File: src/design/i2cms_pkg.sv
`default_nettype none
package i2cms_pkg;

    // Item actions
    typedef enum logic [1:0] {
        ACT_LOAD   = 2'd0,
        ACT_START  = 2'd1,
        ACT_STATUS = 2'd2,
        ACT_READ   = 2'd3
    } t_action;

    // Bus commands
    typedef enum logic [2:0] {
        CMD_NONE  = 3'd0,
        CMD_START = 3'd1,
        CMD_STOP  = 3'd2,
        CMD_SEND  = 3'd3,
        CMD_ACK   = 3'd4,
        CMD_NACK  = 3'd5,
        CMD_CLEAR = 3'd6
    } t_cmd;

    // Completion events
    typedef enum logic [2:0] {
        EV_NONE    = 3'd0,
        EV_TX_DONE = 3'd1,
        EV_RX_DONE = 3'd2,
        EV_NACK    = 3'd3,
        EV_ARB     = 3'd4
    } t_event;

    // Bus status codes, prescaler bits cleared
    localparam logic [7:0] ST_START       = 8'h08;
    localparam logic [7:0] ST_RESTART     = 8'h10;
    localparam logic [7:0] ST_SLA_W_ACK   = 8'h18;
    localparam logic [7:0] ST_SLA_W_NACK  = 8'h20;
    localparam logic [7:0] ST_DATA_TX_ACK = 8'h28;
    localparam logic [7:0] ST_DATA_TX_NAK = 8'h30;
    localparam logic [7:0] ST_ARB_LOST    = 8'h38;
    localparam logic [7:0] ST_SLA_R_ACK   = 8'h40;
    localparam logic [7:0] ST_SLA_R_NACK  = 8'h48;
    localparam logic [7:0] ST_DATA_RX_ACK = 8'h50;
    localparam logic [7:0] ST_DATA_RX_NAK = 8'h58;
    localparam logic [7:0] ST_MASK        = 8'hFC;

    localparam logic [8:0] MAX_LENGTH = 9'd256;

    // One input word
    typedef struct packed {
        t_action    action;
        logic [7:0] buffer_index;
        logic [7:0] buffer_value;
        logic [7:0] address_byte;
        logic       read_not_write;
        logic [8:0] transfer_length;
        logic [7:0] status_code;
        logic [7:0] received_byte;
    } t_item;

    // Buffer access request
    typedef struct packed {
        logic       rd;
        logic       wr;
        logic [7:0] idx;
        logic [7:0] wdata;
    } t_buf_req;

    // Result of one word, before buffer data is merged
    typedef struct packed {
        t_cmd       cmd;
        logic [7:0] drv;
        logic       drv_from_buf;
        logic       drv_valid;
        t_event     ev;
        logic [8:0] bytes_done;
        logic       is_read;
    } t_step;

endpackage
`default_nettype wire

File: src/design/i2cms_in_if.sv
`default_nettype none
interface i2cms_in_if;
    logic       valid;
    logic       ready;
    logic [1:0] action;
    logic [7:0] buffer_index;
    logic [7:0] buffer_value;
    logic [7:0] address_byte;
    logic       read_not_write;
    logic [8:0] transfer_length;
    logic [7:0] status_code;
    logic [7:0] received_byte;

    modport source (
        output valid, action, buffer_index, buffer_value, address_byte,
               read_not_write, transfer_length, status_code, received_byte,
        input  ready
    );
    modport sink (
        input  valid, action, buffer_index, buffer_value, address_byte,
               read_not_write, transfer_length, status_code, received_byte,
        output ready
    );
endinterface
`default_nettype wire

File: src/design/i2cms_out_if.sv
`default_nettype none
interface i2cms_out_if;
    logic       valid;
    logic       ready;
    logic [2:0] bus_command;
    logic [7:0] drive_byte;
    logic       drive_valid;
    logic [2:0] completion_event;
    logic [8:0] bytes_moved;
    logic [7:0] read_data;

    modport source (
        output valid, bus_command, drive_byte, drive_valid, completion_event,
               bytes_moved, read_data,
        input  ready
    );
    modport sink (
        input  valid, bus_command, drive_byte, drive_valid, completion_event,
               bytes_moved, read_data,
        output ready
    );
endinterface
`default_nettype wire

File: src/design/i2cms_buffer.sv
`default_nettype none
module i2cms_buffer
    import i2cms_pkg::*;
#(
    parameter int BUFFER_DEPTH = 256
) (
    input  wire logic       i_clk,
    input  wire t_buf_req   i_req,
    output logic [7:0]      o_rdata
);

    localparam int AW = (BUFFER_DEPTH > 1) ? $clog2(BUFFER_DEPTH) : 1;

    logic [7:0]    r_mem [BUFFER_DEPTH];
    logic [7:0]    r_q;
    logic          r_ok;
    logic [AW+7:0] idx_wide;
    logic [AW-1:0] addr;
    logic          in_range;

    // Map the byte index onto the memory address
    assign idx_wide = {{AW{1'b0}}, i_req.idx};
    assign addr     = idx_wide[AW-1:0];
    assign in_range = (32'(i_req.idx) < BUFFER_DEPTH);

    // Write port: drop stores beyond the buffer
    always_ff @(posedge i_clk) begin
        if (i_req.wr && in_range) begin
            r_mem[addr] <= i_req.wdata;
        end
    end

    // Read port: hold data until the next read
    always_ff @(posedge i_clk) begin
        if (i_req.rd) begin
            r_q  <= r_mem[addr];
            r_ok <= in_range;
        end
    end

    assign o_rdata = r_ok ? r_q : 8'd0;

endmodule
`default_nettype wire

File: src/design/i2cms_ctrl.sv
`default_nettype none
module i2cms_ctrl
    import i2cms_pkg::*;
(
    input  wire logic  i_clk,
    input  wire logic  i_rst_n,
    input  wire logic  i_accept,
    input  wire t_item i_item,
    output t_step      o_step,
    output t_buf_req   o_buf_req
);

    logic [7:0] r_addr_dir, n_addr_dir;
    logic [7:0] r_pos,      n_pos;
    logic [8:0] r_left,     n_left;
    logic [8:0] r_done,     n_done;
    logic [7:0] status;
    logic       rx_check;
    t_buf_req   req;

    assign status = i_item.status_code & ST_MASK;

    // Decode one word: next transfer state, command and buffer access
    always_comb begin
        n_addr_dir          = r_addr_dir;
        n_pos               = r_pos;
        n_left              = r_left;
        n_done              = r_done;
        rx_check            = 1'b0;
        o_step.cmd          = CMD_NONE;
        o_step.drv          = 8'd0;
        o_step.drv_from_buf = 1'b0;
        o_step.drv_valid    = 1'b0;
        o_step.ev           = EV_NONE;
        o_step.is_read      = 1'b0;
        req.rd              = 1'b0;
        req.wr              = 1'b0;
        req.idx             = i_item.buffer_index;
        req.wdata           = i_item.buffer_value;

        unique case (i_item.action)
            ACT_LOAD: begin
                req.wr = 1'b1;
            end
            ACT_READ: begin
                req.rd         = 1'b1;
                o_step.is_read = 1'b1;
            end
            ACT_START: begin
                n_addr_dir = {i_item.address_byte[7:1], i_item.read_not_write};
                n_pos      = 8'd0;
                n_left     = (i_item.transfer_length > MAX_LENGTH) ?
                             MAX_LENGTH : i_item.transfer_length;
                n_done     = 9'd0;
                o_step.cmd = CMD_START;
            end
            ACT_STATUS: begin
                unique case (status)
                    ST_START, ST_RESTART: begin
                        o_step.drv       = r_addr_dir;
                        o_step.drv_valid = 1'b1;
                        o_step.cmd       = CMD_SEND;
                    end
                    ST_SLA_W_ACK, ST_DATA_TX_ACK: begin
                        if (r_left != 9'd0) begin
                            req.rd              = 1'b1;
                            req.idx             = r_pos;
                            o_step.drv_from_buf = 1'b1;
                            o_step.drv_valid    = 1'b1;
                            n_pos               = r_pos + 8'd1;
                            n_done              = r_done + 9'd1;
                            n_left              = r_left - 9'd1;
                            o_step.cmd          = CMD_SEND;
                        end else begin
                            o_step.cmd = CMD_STOP;
                            o_step.ev  = EV_TX_DONE;
                        end
                    end
                    ST_DATA_TX_NAK: begin
                        o_step.cmd = CMD_STOP;
                        o_step.ev  = EV_TX_DONE;
                    end
                    ST_SLA_W_NACK, ST_SLA_R_NACK: begin
                        o_step.cmd = CMD_STOP;
                        o_step.ev  = EV_NACK;
                    end
                    ST_ARB_LOST: begin
                        o_step.cmd = CMD_CLEAR;
                        o_step.ev  = EV_ARB;
                    end
                    ST_DATA_RX_ACK, ST_DATA_RX_NAK: begin
                        // Store only while bytes remain
                        if (r_left != 9'd0) begin
                            req.wr    = 1'b1;
                            req.idx   = r_pos;
                            req.wdata = i_item.received_byte;
                            n_pos     = r_pos + 8'd1;
                            n_done    = r_done + 9'd1;
                            n_left    = r_left - 9'd1;
                        end
                        rx_check = 1'b1;
                    end
                    ST_SLA_R_ACK: begin
                        rx_check = 1'b1;
                    end
                    default: begin
                    end
                endcase
                // Pick the next receive command from what remains
                if (rx_check) begin
                    if (n_left > 9'd1) begin
                        o_step.cmd = CMD_ACK;
                    end else if (n_left == 9'd1) begin
                        o_step.cmd = CMD_NACK;
                    end else begin
                        o_step.cmd = CMD_STOP;
                        o_step.ev  = EV_RX_DONE;
                    end
                end
            end
            default: begin
            end
        endcase

        o_step.bytes_done = n_done;
    end

    // Issue buffer access only for an accepted word
    always_comb begin
        o_buf_req    = req;
        o_buf_req.rd = req.rd & i_accept;
        o_buf_req.wr = req.wr & i_accept;
    end

    // Advance transfer state
    always_ff @(posedge i_clk) begin
        if (!i_rst_n) begin
            r_addr_dir <= 8'd0;
            r_pos      <= 8'd0;
            r_left     <= 9'd0;
            r_done     <= 9'd0;
        end else if (i_accept) begin
            r_addr_dir <= n_addr_dir;
            r_pos      <= n_pos;
            r_left     <= n_left;
            r_done     <= n_done;
        end
    end

endmodule
`default_nettype wire

File: src/design/i2c_master_transfer_sequencer.sv
// I2C master transfer sequencer.
// Input channel i_in carries one word per item: a buffer load, a buffer read,
// a transfer start (address, direction, length) or a bus status code with the
// received byte. Output channel o_out returns exactly one word per input word:
// bus command, byte to drive, completion event, bytes moved, read data.
// Both channels use valid/ready; a word moves when both are high.
// Pipeline: two register stages (synchronous buffer read, output register);
// an accepted word waits in the middle stage with its buffer read, then moves
// to the output register, where o_out.valid rises and the word can be taken.
// Throughput: one word per cycle while o_out.ready stays high, set by the
// single-port byte buffer that is read or written at most once per accepted word.
// A held output does not stop input at once: one more word is taken into the
// middle stage if it is empty, then i_in.ready drops until o_out.ready returns.
// Reset clears the address, position and counters and empties both stages.
// The byte buffer is not cleared; no clearing pass is run after reset.
`default_nettype none
module i2c_master_transfer_sequencer
    import i2cms_pkg::*;
#(
    parameter int BUFFER_DEPTH = 256
) (
    input  wire logic   i_clk,
    input  wire logic   i_rst_n,
    i2cms_in_if.sink    i_in,
    i2cms_out_if.source o_out
);

    t_item      item;
    t_step      step;
    t_buf_req   buf_req;
    logic [7:0] buf_rdata;
    logic       accept;
    logic       p1_move;

    logic       r_p1_valid;
    t_step      r_p1;
    logic       r_o_valid;
    t_cmd       r_o_cmd;
    logic [7:0] r_o_drive_byte;
    logic       r_o_drive_valid;
    t_event     r_o_event;
    logic [8:0] r_o_bytes;
    logic [7:0] r_o_read_data;

    // Gather the input word
    always_comb begin
        item.action          = t_action'(i_in.action);
        item.buffer_index    = i_in.buffer_index;
        item.buffer_value    = i_in.buffer_value;
        item.address_byte    = i_in.address_byte;
        item.read_not_write  = i_in.read_not_write;
        item.transfer_length = i_in.transfer_length;
        item.status_code     = i_in.status_code;
        item.received_byte   = i_in.received_byte;
    end

    // Handshake between the stages
    assign p1_move    = r_p1_valid && (!r_o_valid || o_out.ready);
    assign i_in.ready = !r_p1_valid || p1_move;
    assign accept     = i_in.valid && i_in.ready;

    i2cms_ctrl u_ctrl (
        .i_clk     (i_clk),
        .i_rst_n   (i_rst_n),
        .i_accept  (accept),
        .i_item    (item),
        .o_step    (step),
        .o_buf_req (buf_req)
    );

    i2cms_buffer #(
        .BUFFER_DEPTH (BUFFER_DEPTH)
    ) u_buffer (
        .i_clk   (i_clk),
        .i_req   (buf_req),
        .o_rdata (buf_rdata)
    );

    // Hold the decoded word while the buffer read completes
    always_ff @(posedge i_clk) begin
        if (!i_rst_n) begin
            r_p1_valid <= 1'b0;
        end else begin
            r_p1_valid <= accept || (r_p1_valid && !p1_move);
        end
    end

    always_ff @(posedge i_clk) begin
        if (accept) begin
            r_p1 <= step;
        end
    end

    // Output register
    always_ff @(posedge i_clk) begin
        if (!i_rst_n) begin
            r_o_valid <= 1'b0;
        end else if (p1_move) begin
            r_o_valid <= 1'b1;
        end else if (o_out.ready) begin
            r_o_valid <= 1'b0;
        end
    end

    // Merge buffer data into the result word
    always_ff @(posedge i_clk) begin
        if (p1_move) begin
            r_o_cmd         <= r_p1.cmd;
            r_o_drive_byte  <= r_p1.drv_from_buf ? buf_rdata : r_p1.drv;
            r_o_drive_valid <= r_p1.drv_valid;
            r_o_event       <= r_p1.ev;
            r_o_bytes       <= r_p1.bytes_done;
            r_o_read_data   <= r_p1.is_read ? buf_rdata : 8'd0;
        end
    end

    assign o_out.valid            = r_o_valid;
    assign o_out.bus_command      = r_o_cmd;
    assign o_out.drive_byte       = r_o_drive_byte;
    assign o_out.drive_valid      = r_o_drive_valid;
    assign o_out.completion_event = r_o_event;
    assign o_out.bytes_moved      = r_o_bytes;
    assign o_out.read_data        = r_o_read_data;

endmodule
`default_nettype wire

File: src/flat_wrapper.sv
// flat-port wrapper written by rule: the top's interface ports become plain ports
module i2c_master_transfer_sequencer_flat import i2cms_pkg::*;
#(
    parameter int BUFFER_DEPTH = 256
)
  (i_clk, i_rst_n, i_in_valid, i_in_action, i_in_buffer_index, i_in_buffer_value, i_in_address_byte, i_in_read_not_write, i_in_transfer_length, i_in_status_code, i_in_received_byte, i_in_ready, o_out_valid, o_out_bus_command, o_out_drive_byte, o_out_drive_valid, o_out_completion_event, o_out_bytes_moved, o_out_read_data, o_out_ready);
  i2cms_in_if i_in_i ();
  i2cms_out_if o_out_i ();
  input  wire logic i_clk;
  input  wire logic i_rst_n;
  input wire logic [$bits(i_in_i.valid)-1:0] i_in_valid;
  input wire logic [$bits(i_in_i.action)-1:0] i_in_action;
  input wire logic [$bits(i_in_i.buffer_index)-1:0] i_in_buffer_index;
  input wire logic [$bits(i_in_i.buffer_value)-1:0] i_in_buffer_value;
  input wire logic [$bits(i_in_i.address_byte)-1:0] i_in_address_byte;
  input wire logic [$bits(i_in_i.read_not_write)-1:0] i_in_read_not_write;
  input wire logic [$bits(i_in_i.transfer_length)-1:0] i_in_transfer_length;
  input wire logic [$bits(i_in_i.status_code)-1:0] i_in_status_code;
  input wire logic [$bits(i_in_i.received_byte)-1:0] i_in_received_byte;
  output wire logic [$bits(i_in_i.ready)-1:0] i_in_ready;
  output wire logic [$bits(o_out_i.valid)-1:0] o_out_valid;
  output wire logic [$bits(o_out_i.bus_command)-1:0] o_out_bus_command;
  output wire logic [$bits(o_out_i.drive_byte)-1:0] o_out_drive_byte;
  output wire logic [$bits(o_out_i.drive_valid)-1:0] o_out_drive_valid;
  output wire logic [$bits(o_out_i.completion_event)-1:0] o_out_completion_event;
  output wire logic [$bits(o_out_i.bytes_moved)-1:0] o_out_bytes_moved;
  output wire logic [$bits(o_out_i.read_data)-1:0] o_out_read_data;
  input wire logic [$bits(o_out_i.ready)-1:0] o_out_ready;
  assign i_in_i.valid = i_in_valid;
  assign i_in_i.action = i_in_action;
  assign i_in_i.buffer_index = i_in_buffer_index;
  assign i_in_i.buffer_value = i_in_buffer_value;
  assign i_in_i.address_byte = i_in_address_byte;
  assign i_in_i.read_not_write = i_in_read_not_write;
  assign i_in_i.transfer_length = i_in_transfer_length;
  assign i_in_i.status_code = i_in_status_code;
  assign i_in_i.received_byte = i_in_received_byte;
  assign i_in_ready = i_in_i.ready;
  assign o_out_valid = o_out_i.valid;
  assign o_out_bus_command = o_out_i.bus_command;
  assign o_out_drive_byte = o_out_i.drive_byte;
  assign o_out_drive_valid = o_out_i.drive_valid;
  assign o_out_completion_event = o_out_i.completion_event;
  assign o_out_bytes_moved = o_out_i.bytes_moved;
  assign o_out_read_data = o_out_i.read_data;
  assign o_out_i.ready = o_out_ready;
  i2c_master_transfer_sequencer #(.BUFFER_DEPTH(BUFFER_DEPTH)) u_core (.i_clk(i_clk), .i_rst_n(i_rst_n), .i_in(i_in_i), .o_out(o_out_i));
endmodule
File: config.mk
export PLATFORM = sky130hd
export DESIGN_NAME = i2c_master_transfer_sequencer_flat
export DESIGN_NICKNAME = d
export VERILOG_FILES = /design/src/design/i2cms_pkg.sv /design/src/design/i2cms_in_if.sv /design/src/design/i2cms_out_if.sv /design/src/design/i2cms_buffer.sv /design/src/design/i2cms_ctrl.sv /design/src/design/i2c_master_transfer_sequencer.sv /design/src/flat_wrapper.sv
export SDC_FILE = /design/constraint.sdc
export NUM_CORES = 2
export LEC_CHECK = 0
export ABC_AREA = 0
export BUFFER_PORTS_ARGS = -buffer_cell sky130_fd_sc_hd__buf_2
export CORE_ASPECT_RATIO = 0.7
export CORE_MARGIN = 2
export CORE_UTILIZATION = 45
export CTS_BUF_LIST = sky130_fd_sc_hd__clkbuf_2
export DETAILED_ROUTE_END_ITERATION = 12
export PLACE_DENSITY_LB_ADDON = 0.2
export SLEW_MARGIN = 20
export SYNTH_ARGS = -nofsm -noshare
export SYNTH_HDL_FRONTEND = slang
export SYNTH_SLANG_ARGS = --single-unit
export TNS_END_PERCENT = 10
File: constraint.sdc
create_clock -name i_clk -period 12.6 [get_ports i_clk]
set_clock_uncertainty 0.15 [all_clocks]
set_input_delay 2.52 -clock i_clk [delete_from_list [all_inputs] [get_ports i_clk]]
set_output_delay 2.52 -clock i_clk [all_outputs]
set_load 0.02 [all_outputs]
Yosys cells after proc, flatten, opt, wreduce, memory -nomap -nowiden. Memory sizes are Yosys's and may differ from the RTL's. A register that Yosys moved wholly into a read port is not among the register bits. Index checks and enable logic that the tools add are counted.

Input bits: 56. Output and inout port bits: 34. Memories kept: 1. Bits in writable memories: 2048. Register bits after elaboration: 94. Word-level logic and storage cells: 111.

Reductions and logical operators: 25. $lt $le $gt $ge: 2. Equality and inequality tests: 17. Add/subtract/negate cells: 3. Muxes and demuxes: 42. Bitwise logic cells: 2.

Memories: u_core.u_buffer.r_mem (words 256, bits a word 8, read ports 1, clocked after memory_dff 1, wr ports 1, RTL line i2cms_buffer.sv:14) `logic [7:0] r_mem [BUFFER_DEPTH];`.

Operators by type and width (number): $mux 9 (6); $mux 8 (5); $pmux 9 s2 (2); $pmux 8 s2 (2); $eq 6x4->1 const B (4); $eq 6x5->1 const B (4); $pmux 3 s4 (2); $mux 3 (6); $mux 17 (1); $mux 16 (1); $eq 6x3->1 const B (2); $mux 1 (12); $add 9x1->9 const B (1); $eq 9x1->1 const B (1); $gt 9x1->1 const B (1); $gt 9x9->1 const B (1); $reduce_bool 9->1 (1); $sub 9x1->9 const B (1); $add 8x1->8 const B (1); $reduce_and 2->1 (4); $reduce_or 2->1 (4); $eq 6x2->1 const B (1); $pmux 1 s2 (3); $pmux 3 s2 (1); 13 further kinds (24).

Longest topological paths before layout.
Depth in word-level cells: 9. Mapped depth: 15. Depth with buffers taken out: 10.

Cells and area by module. Synthesis repeated with hierarchy kept, for this count alone.

Cell total of the unflattened synthesis: 3993. Area, all modules: 83306.1 um^2.

By module, submodules not included: i2cms_buffer (seq. area each 61739.2 um^2, area each 78572.9 um^2, cells each 3547, times used 1); i2cms_ctrl (seq. area each 680.7 um^2, area each 2726.4 um^2, cells each 362, times used 1); i2c_master_transfer_sequencer (seq. area each 1781.7 um^2, area each 2006.9 um^2, cells each 84, times used 1).

Worst setup path after synthesis. No wires, ideal clock.

Path kind: input to register. Start point: input i_in_action[0]. End point: memory u_core.u_buffer.r_mem[0][0], data pin. Arrival: 5785 ps. Path slack: 6110 ps. Data required time: 11894 ps. Cell stages on the path: 8. Buffers on the path: 2. Setup time: 556 ps. Path through: inv_1 > ha_1 > buf_4 > or3b_4 > a21oi_2 > and3_1 > clkbuf_1 > mux2_2.

RTL lines: start, declared (RTL line flat_wrapper.sv:12) `input wire logic [$bits(i_in_i.action)-1:0] i_in_action;`; end, declared (RTL line i2cms_buffer.sv:14).

Final worst setup path.
Start point: input i_in_action[0]. End point: register u_core.u_buffer.r_q[6] (read register of u_core.u_buffer.r_mem), data pin.

Longest elaborated chain between the ends: 3. Elaborated cells between the ends (all ways): 5. Those cells by class: 2 x eq/ne; 2 x mux; 1 x bitwise.

Ends and longest elaborated chain: $eq 2x2->1 (RTL line i2cms_ctrl.sv:41) `unique case (i_item.action)`; $pmux 1 s2 (RTL line i2cms_ctrl.sv:41); $and 1x1->1 (RTL line i2cms_ctrl.sv:131) `o_buf_req.rd = req.rd & i_accept;`; end, declared (RTL line i2cms_buffer.sv:15) `logic [7:0] r_q;`.

Parallel ways exist; a longest one is shown, timed or not. A chain may end at the register's enable or synchronous reset.

==> impl_metrics.ini <==
[power_and_ir_drop]
p_sw_share_pct = 25.8
clkPwrFrac_pct = 34.1
combPwrFrac_pct = 5.5
seqPwrFrac_pct = 60.4
power.leakage_nw = 30.1
pwr_density_cell_nw_per_um2 = 132
p_int_mw = 9.68
power.switching_mw = 3.36
total_power_mw = 13.0
peakVddDrop_v = 0.0000843

[setup_path]
rr_endpoint = u_core.u_buffer.r_q[6]$_DFFE_PP_
worstRegToRegCells = 11
r2r_start = u_core.u_ctrl.r_left[0]$_SDFFE_PN0P_
end_kind = flip-flop
r2r_slack_ns = 5.92
crit_arrival_ns = 8.46
start_kind = input pin
startpoint = i_in_action[0]
required_ns = 13.70
crit_fanout = 129
timing_worst_setup_path_type = input pin to flip-flop

[drt]
drt_iter0_drc = 6789
routed_wirelength_um = 277000
drtAntennaViolNets = 0
num_vias = 57600
wl_per_cell_um = 29.9
viasPerCell = 6.23
drc_errors = 0
firstDrtPassIters = 6

[timing]
rsz0062_at_grt = no
finalCritPeriodShare_pct = 58.4
max_freq_mhz = 136
min_period_ns = 7.35
maxSlewViolCount = 0
tightest_slew_ns = 1.18
relSlewSlack_pct = 21.1
final-setup-viol-count = 0
finalHoldViolations = 0
fin_tns_setup_ns = 0
worst_slack_ns = 5.25
fin_hold_ws_ns = 0.251

[clock_tree]
insertion_delay_ns = 1.71
cts_made_buffers = 483
clockBufferDepth = 4
cts_tree = built
path_clk_slew_ns = 0.12
hold_buffers = 0
cts_resized = 0
htreeDepth = 5
cts_setup_buffers = 0
clkSinkCount = 2150
cts_root_buffer = clkbuf_2

[yosys]
syn-cell-area_um2 = 91300
syn_avg_cell_area_um2 = 15.0
ys_top_cells_by_area = edfxtp_1 (70%), a21boi_0 (17%), o41ai_1 (5.1%), clkbuf_1 (1.5%), a41oi_1 (1.2%)
synth_edf_count = 2114
ys_warn_count = 0
async_flop_share_pct = 0
synth_cell_types = 63
ys_ff_latch = 2150
seq_area_frac_synth_pct = 70.3
yosys_most_used_dff = edfxtp_1
synth_top_cell_by_area = edfxtp_1
syn_inst = 6101
synth_top_area_share_pct = 69.5
syn-num-nets = 6164

[placed_design]
dp_cells = 8377
gp_congestion = 0.827
post_dp_cell_area_um2 = 94100
dp_slack_ns = 3.94
portBuffers = 86
hpwl_um = 142000

[hold_path]
whs_endpoint = u_core.o_out.bus_command[2]$_DFFE_PP_
min_from = u_core.r_p1[25]$_DFFE_PP_
worstHoldPathType = flip-flop to flip-flop
hold_path_depth = 0

[die]
fp.coreArea_um2 = 202000
row_count = 138
die_area_um2 = 207000
start_util_pct = 45.2
io_pins = 90
die_w_um = 542
die_h_um = 381

[final_layout]
fin_area_um2 = 98500
fin_cells = 9247
utilization_pct = 48.8
drive_above_1_share_pct = 15.6
fillers = 17400
nets = 6266
area_growth_pct = 7.83

[grt]
grt_overflow = 0
grt_pass1_wl_um = 397000
grt-busiest-layer = met1
grt_pass1_vias = 56100
antenna_found_initial = 13
gr-usage-met3_pct = 6.24
grt_max_degree = 154
use_met1_pct = 38.1
grtUsageMet2_pct = 37.8
track_usage_pct = 26.0

[run_status]
status = finished clean

[job]
max_cap_violations = 0
[cell usage after synthesis, types with 3 or more instances]
master / n
a21boi_0: 2019
a21boi_1: 42
a21oi_1: 15
a221oi_1: 5
a41oi_1: 128
and2_1: 19
and3_1: 5
buf_1: 21
buf_2: 175
buf_4: 8
buf_6: 4
clkbuf_1: 374
dfxtp_1: 36
edfxtp_1: 2114
ha_1: 7
inv_1: 17
mux2_2: 18
mux2i_1: 6
nand2_1: 76
nand2b_1: 6
nand3_1: 20
nand3b_1: 5
nand4_1: 7
nor2_1: 296
nor2b_1: 16
nor3_1: 13
nor3b_1: 7
nor4_1: 13
o2111ai_1: 9
o21a_1: 3
o21ai_0: 12
o21ai_4: 3
o31ai_1: 5
o41ai_1: 536
or2_2: 6
or4_1: 4
xnor2_1: 15
xor2_1: 3
[routing by layer]
layer  share of wire, %  vias up  wire [um]
met3                9.1      495      25300
met1                 44    29400     121000
met5              0.020        -         54
met4                3.0        8       8220
met2                 44     2659     122000
li1                   -    25000          -
[layout by cell type, fill, tap and decap left out, types with 10 or more instances in the layout]
cell type,count
nor3_1,13
buf_4,84
nor2b_1,15
a21boi_0,2019
buf_2,86
xnor2_1,15
nor4_1,11
clkbuf_2,738
nand3_1,19
mux2_2,10
edfxtp_1,2114
clkinv_2,10
a41oi_1,127
dfxtp_1,36
a21oi_1,15
clkinv_1,102
nand2_1,60
buf_12,28
nand2_2,16
o41ai_1,535
inv_1,16
nor2_1,296
a21boi_1,42
o21ai_0,11
and2_1,19
[critical path: stages]
cell       delay, ns
buf_2           0.10
inv_1           0.06
ha_1            0.19
buf_4           0.20
or3b_4          0.30
a21o_1          0.46
or4_4           0.78
buf_12          0.57
a21boi_0        0.18
o41ai_1         0.94
a41oi_1         0.51
o41ai_1         0.93
o2111ai_1       0.44
[power by group through the flow]
stage	clock network, mW	logic (mW)	registers [mW]
4_1_cts	4.52	0.708	7.87
5_1_grt	4.86	0.756	7.88
3_3_place_gp	0	0.694	8.04
2_1_floorplan	0	0.377	8.05
6_report	4.44	0.719	7.87
3_5_place_dp	0	0.707	8.04
[worst max-delay path by stage]
stage	end	slack (ns)	cells after the start
after CTS	u_core.u_buffer.r_q[6]$_DFFE_PP_	5.77	13
after global routing	u_core.u_buffer.r_q[7]$_DFFE_PP_	5.31	13
final	u_core.u_buffer.r_q[6]$_DFFE_PP_	5.25	13
after global placement	u_core.u_buffer.r_q[5]$_DFFE_PP_	3.90	13
after detailed placement	u_core.u_buffer.r_q[6]$_DFFE_PP_	3.94	13
after floorplan	u_core.u_buffer.r_mem[0][0]$_DFFE_PP_	6.11	8
[sequential cells by signal (all words and copies together) (netlist names)]
signal,cells
u_core.u_buffer.r_q,8
u_core.o_out.valid,1
u_core.o_out.completion_event,3
u_core.u_ctrl.r_left,9
u_core.u_ctrl.r_addr_dir,8
u_core.u_ctrl.r_done,9
u_core.o_out.drive_valid,1
u_core.r_p1,26
u_core.o_out.bus_command,3
u_core.u_ctrl.r_pos,8
u_core.o_out.drive_byte,8
u_core.o_out.bytes_moved,9
u_core.o_out.read_data,8
u_core.u_buffer.r_mem,2048
u_core.r_p1_valid,1
[area by class of cell]
cell class	instances	area (um2)	share of cell area (%)
clock buffers	738	3690	3.75
clock inverters	128	641	0.651
flip-flops and latches	2150	64200	65.2
well taps	2660	3330	3.38
repair buffers	199	1650	1.67
diodes	3	7.51	0.00762
multi-input cells	3352	24900	25.3
inverters	17	63.8	0.0648
[logic make-up (layout without fill, tap and decap cells)]
family	count (synthesis)	after routing	share of synthesized area, %
adders and majority gates	7	7	0.0959
and+or+nand+nor	504	504	2.45
muxes	24	24	0.288
buffers and inverters	599	1082	2.77
AOI/OAI and AO/OA	2799	2799	23.9
xor gates and xnor gates	18	18	0.173
DFF	2150	2150	70.3
other	0	3	0
Power figures use the tool's default switching activity.
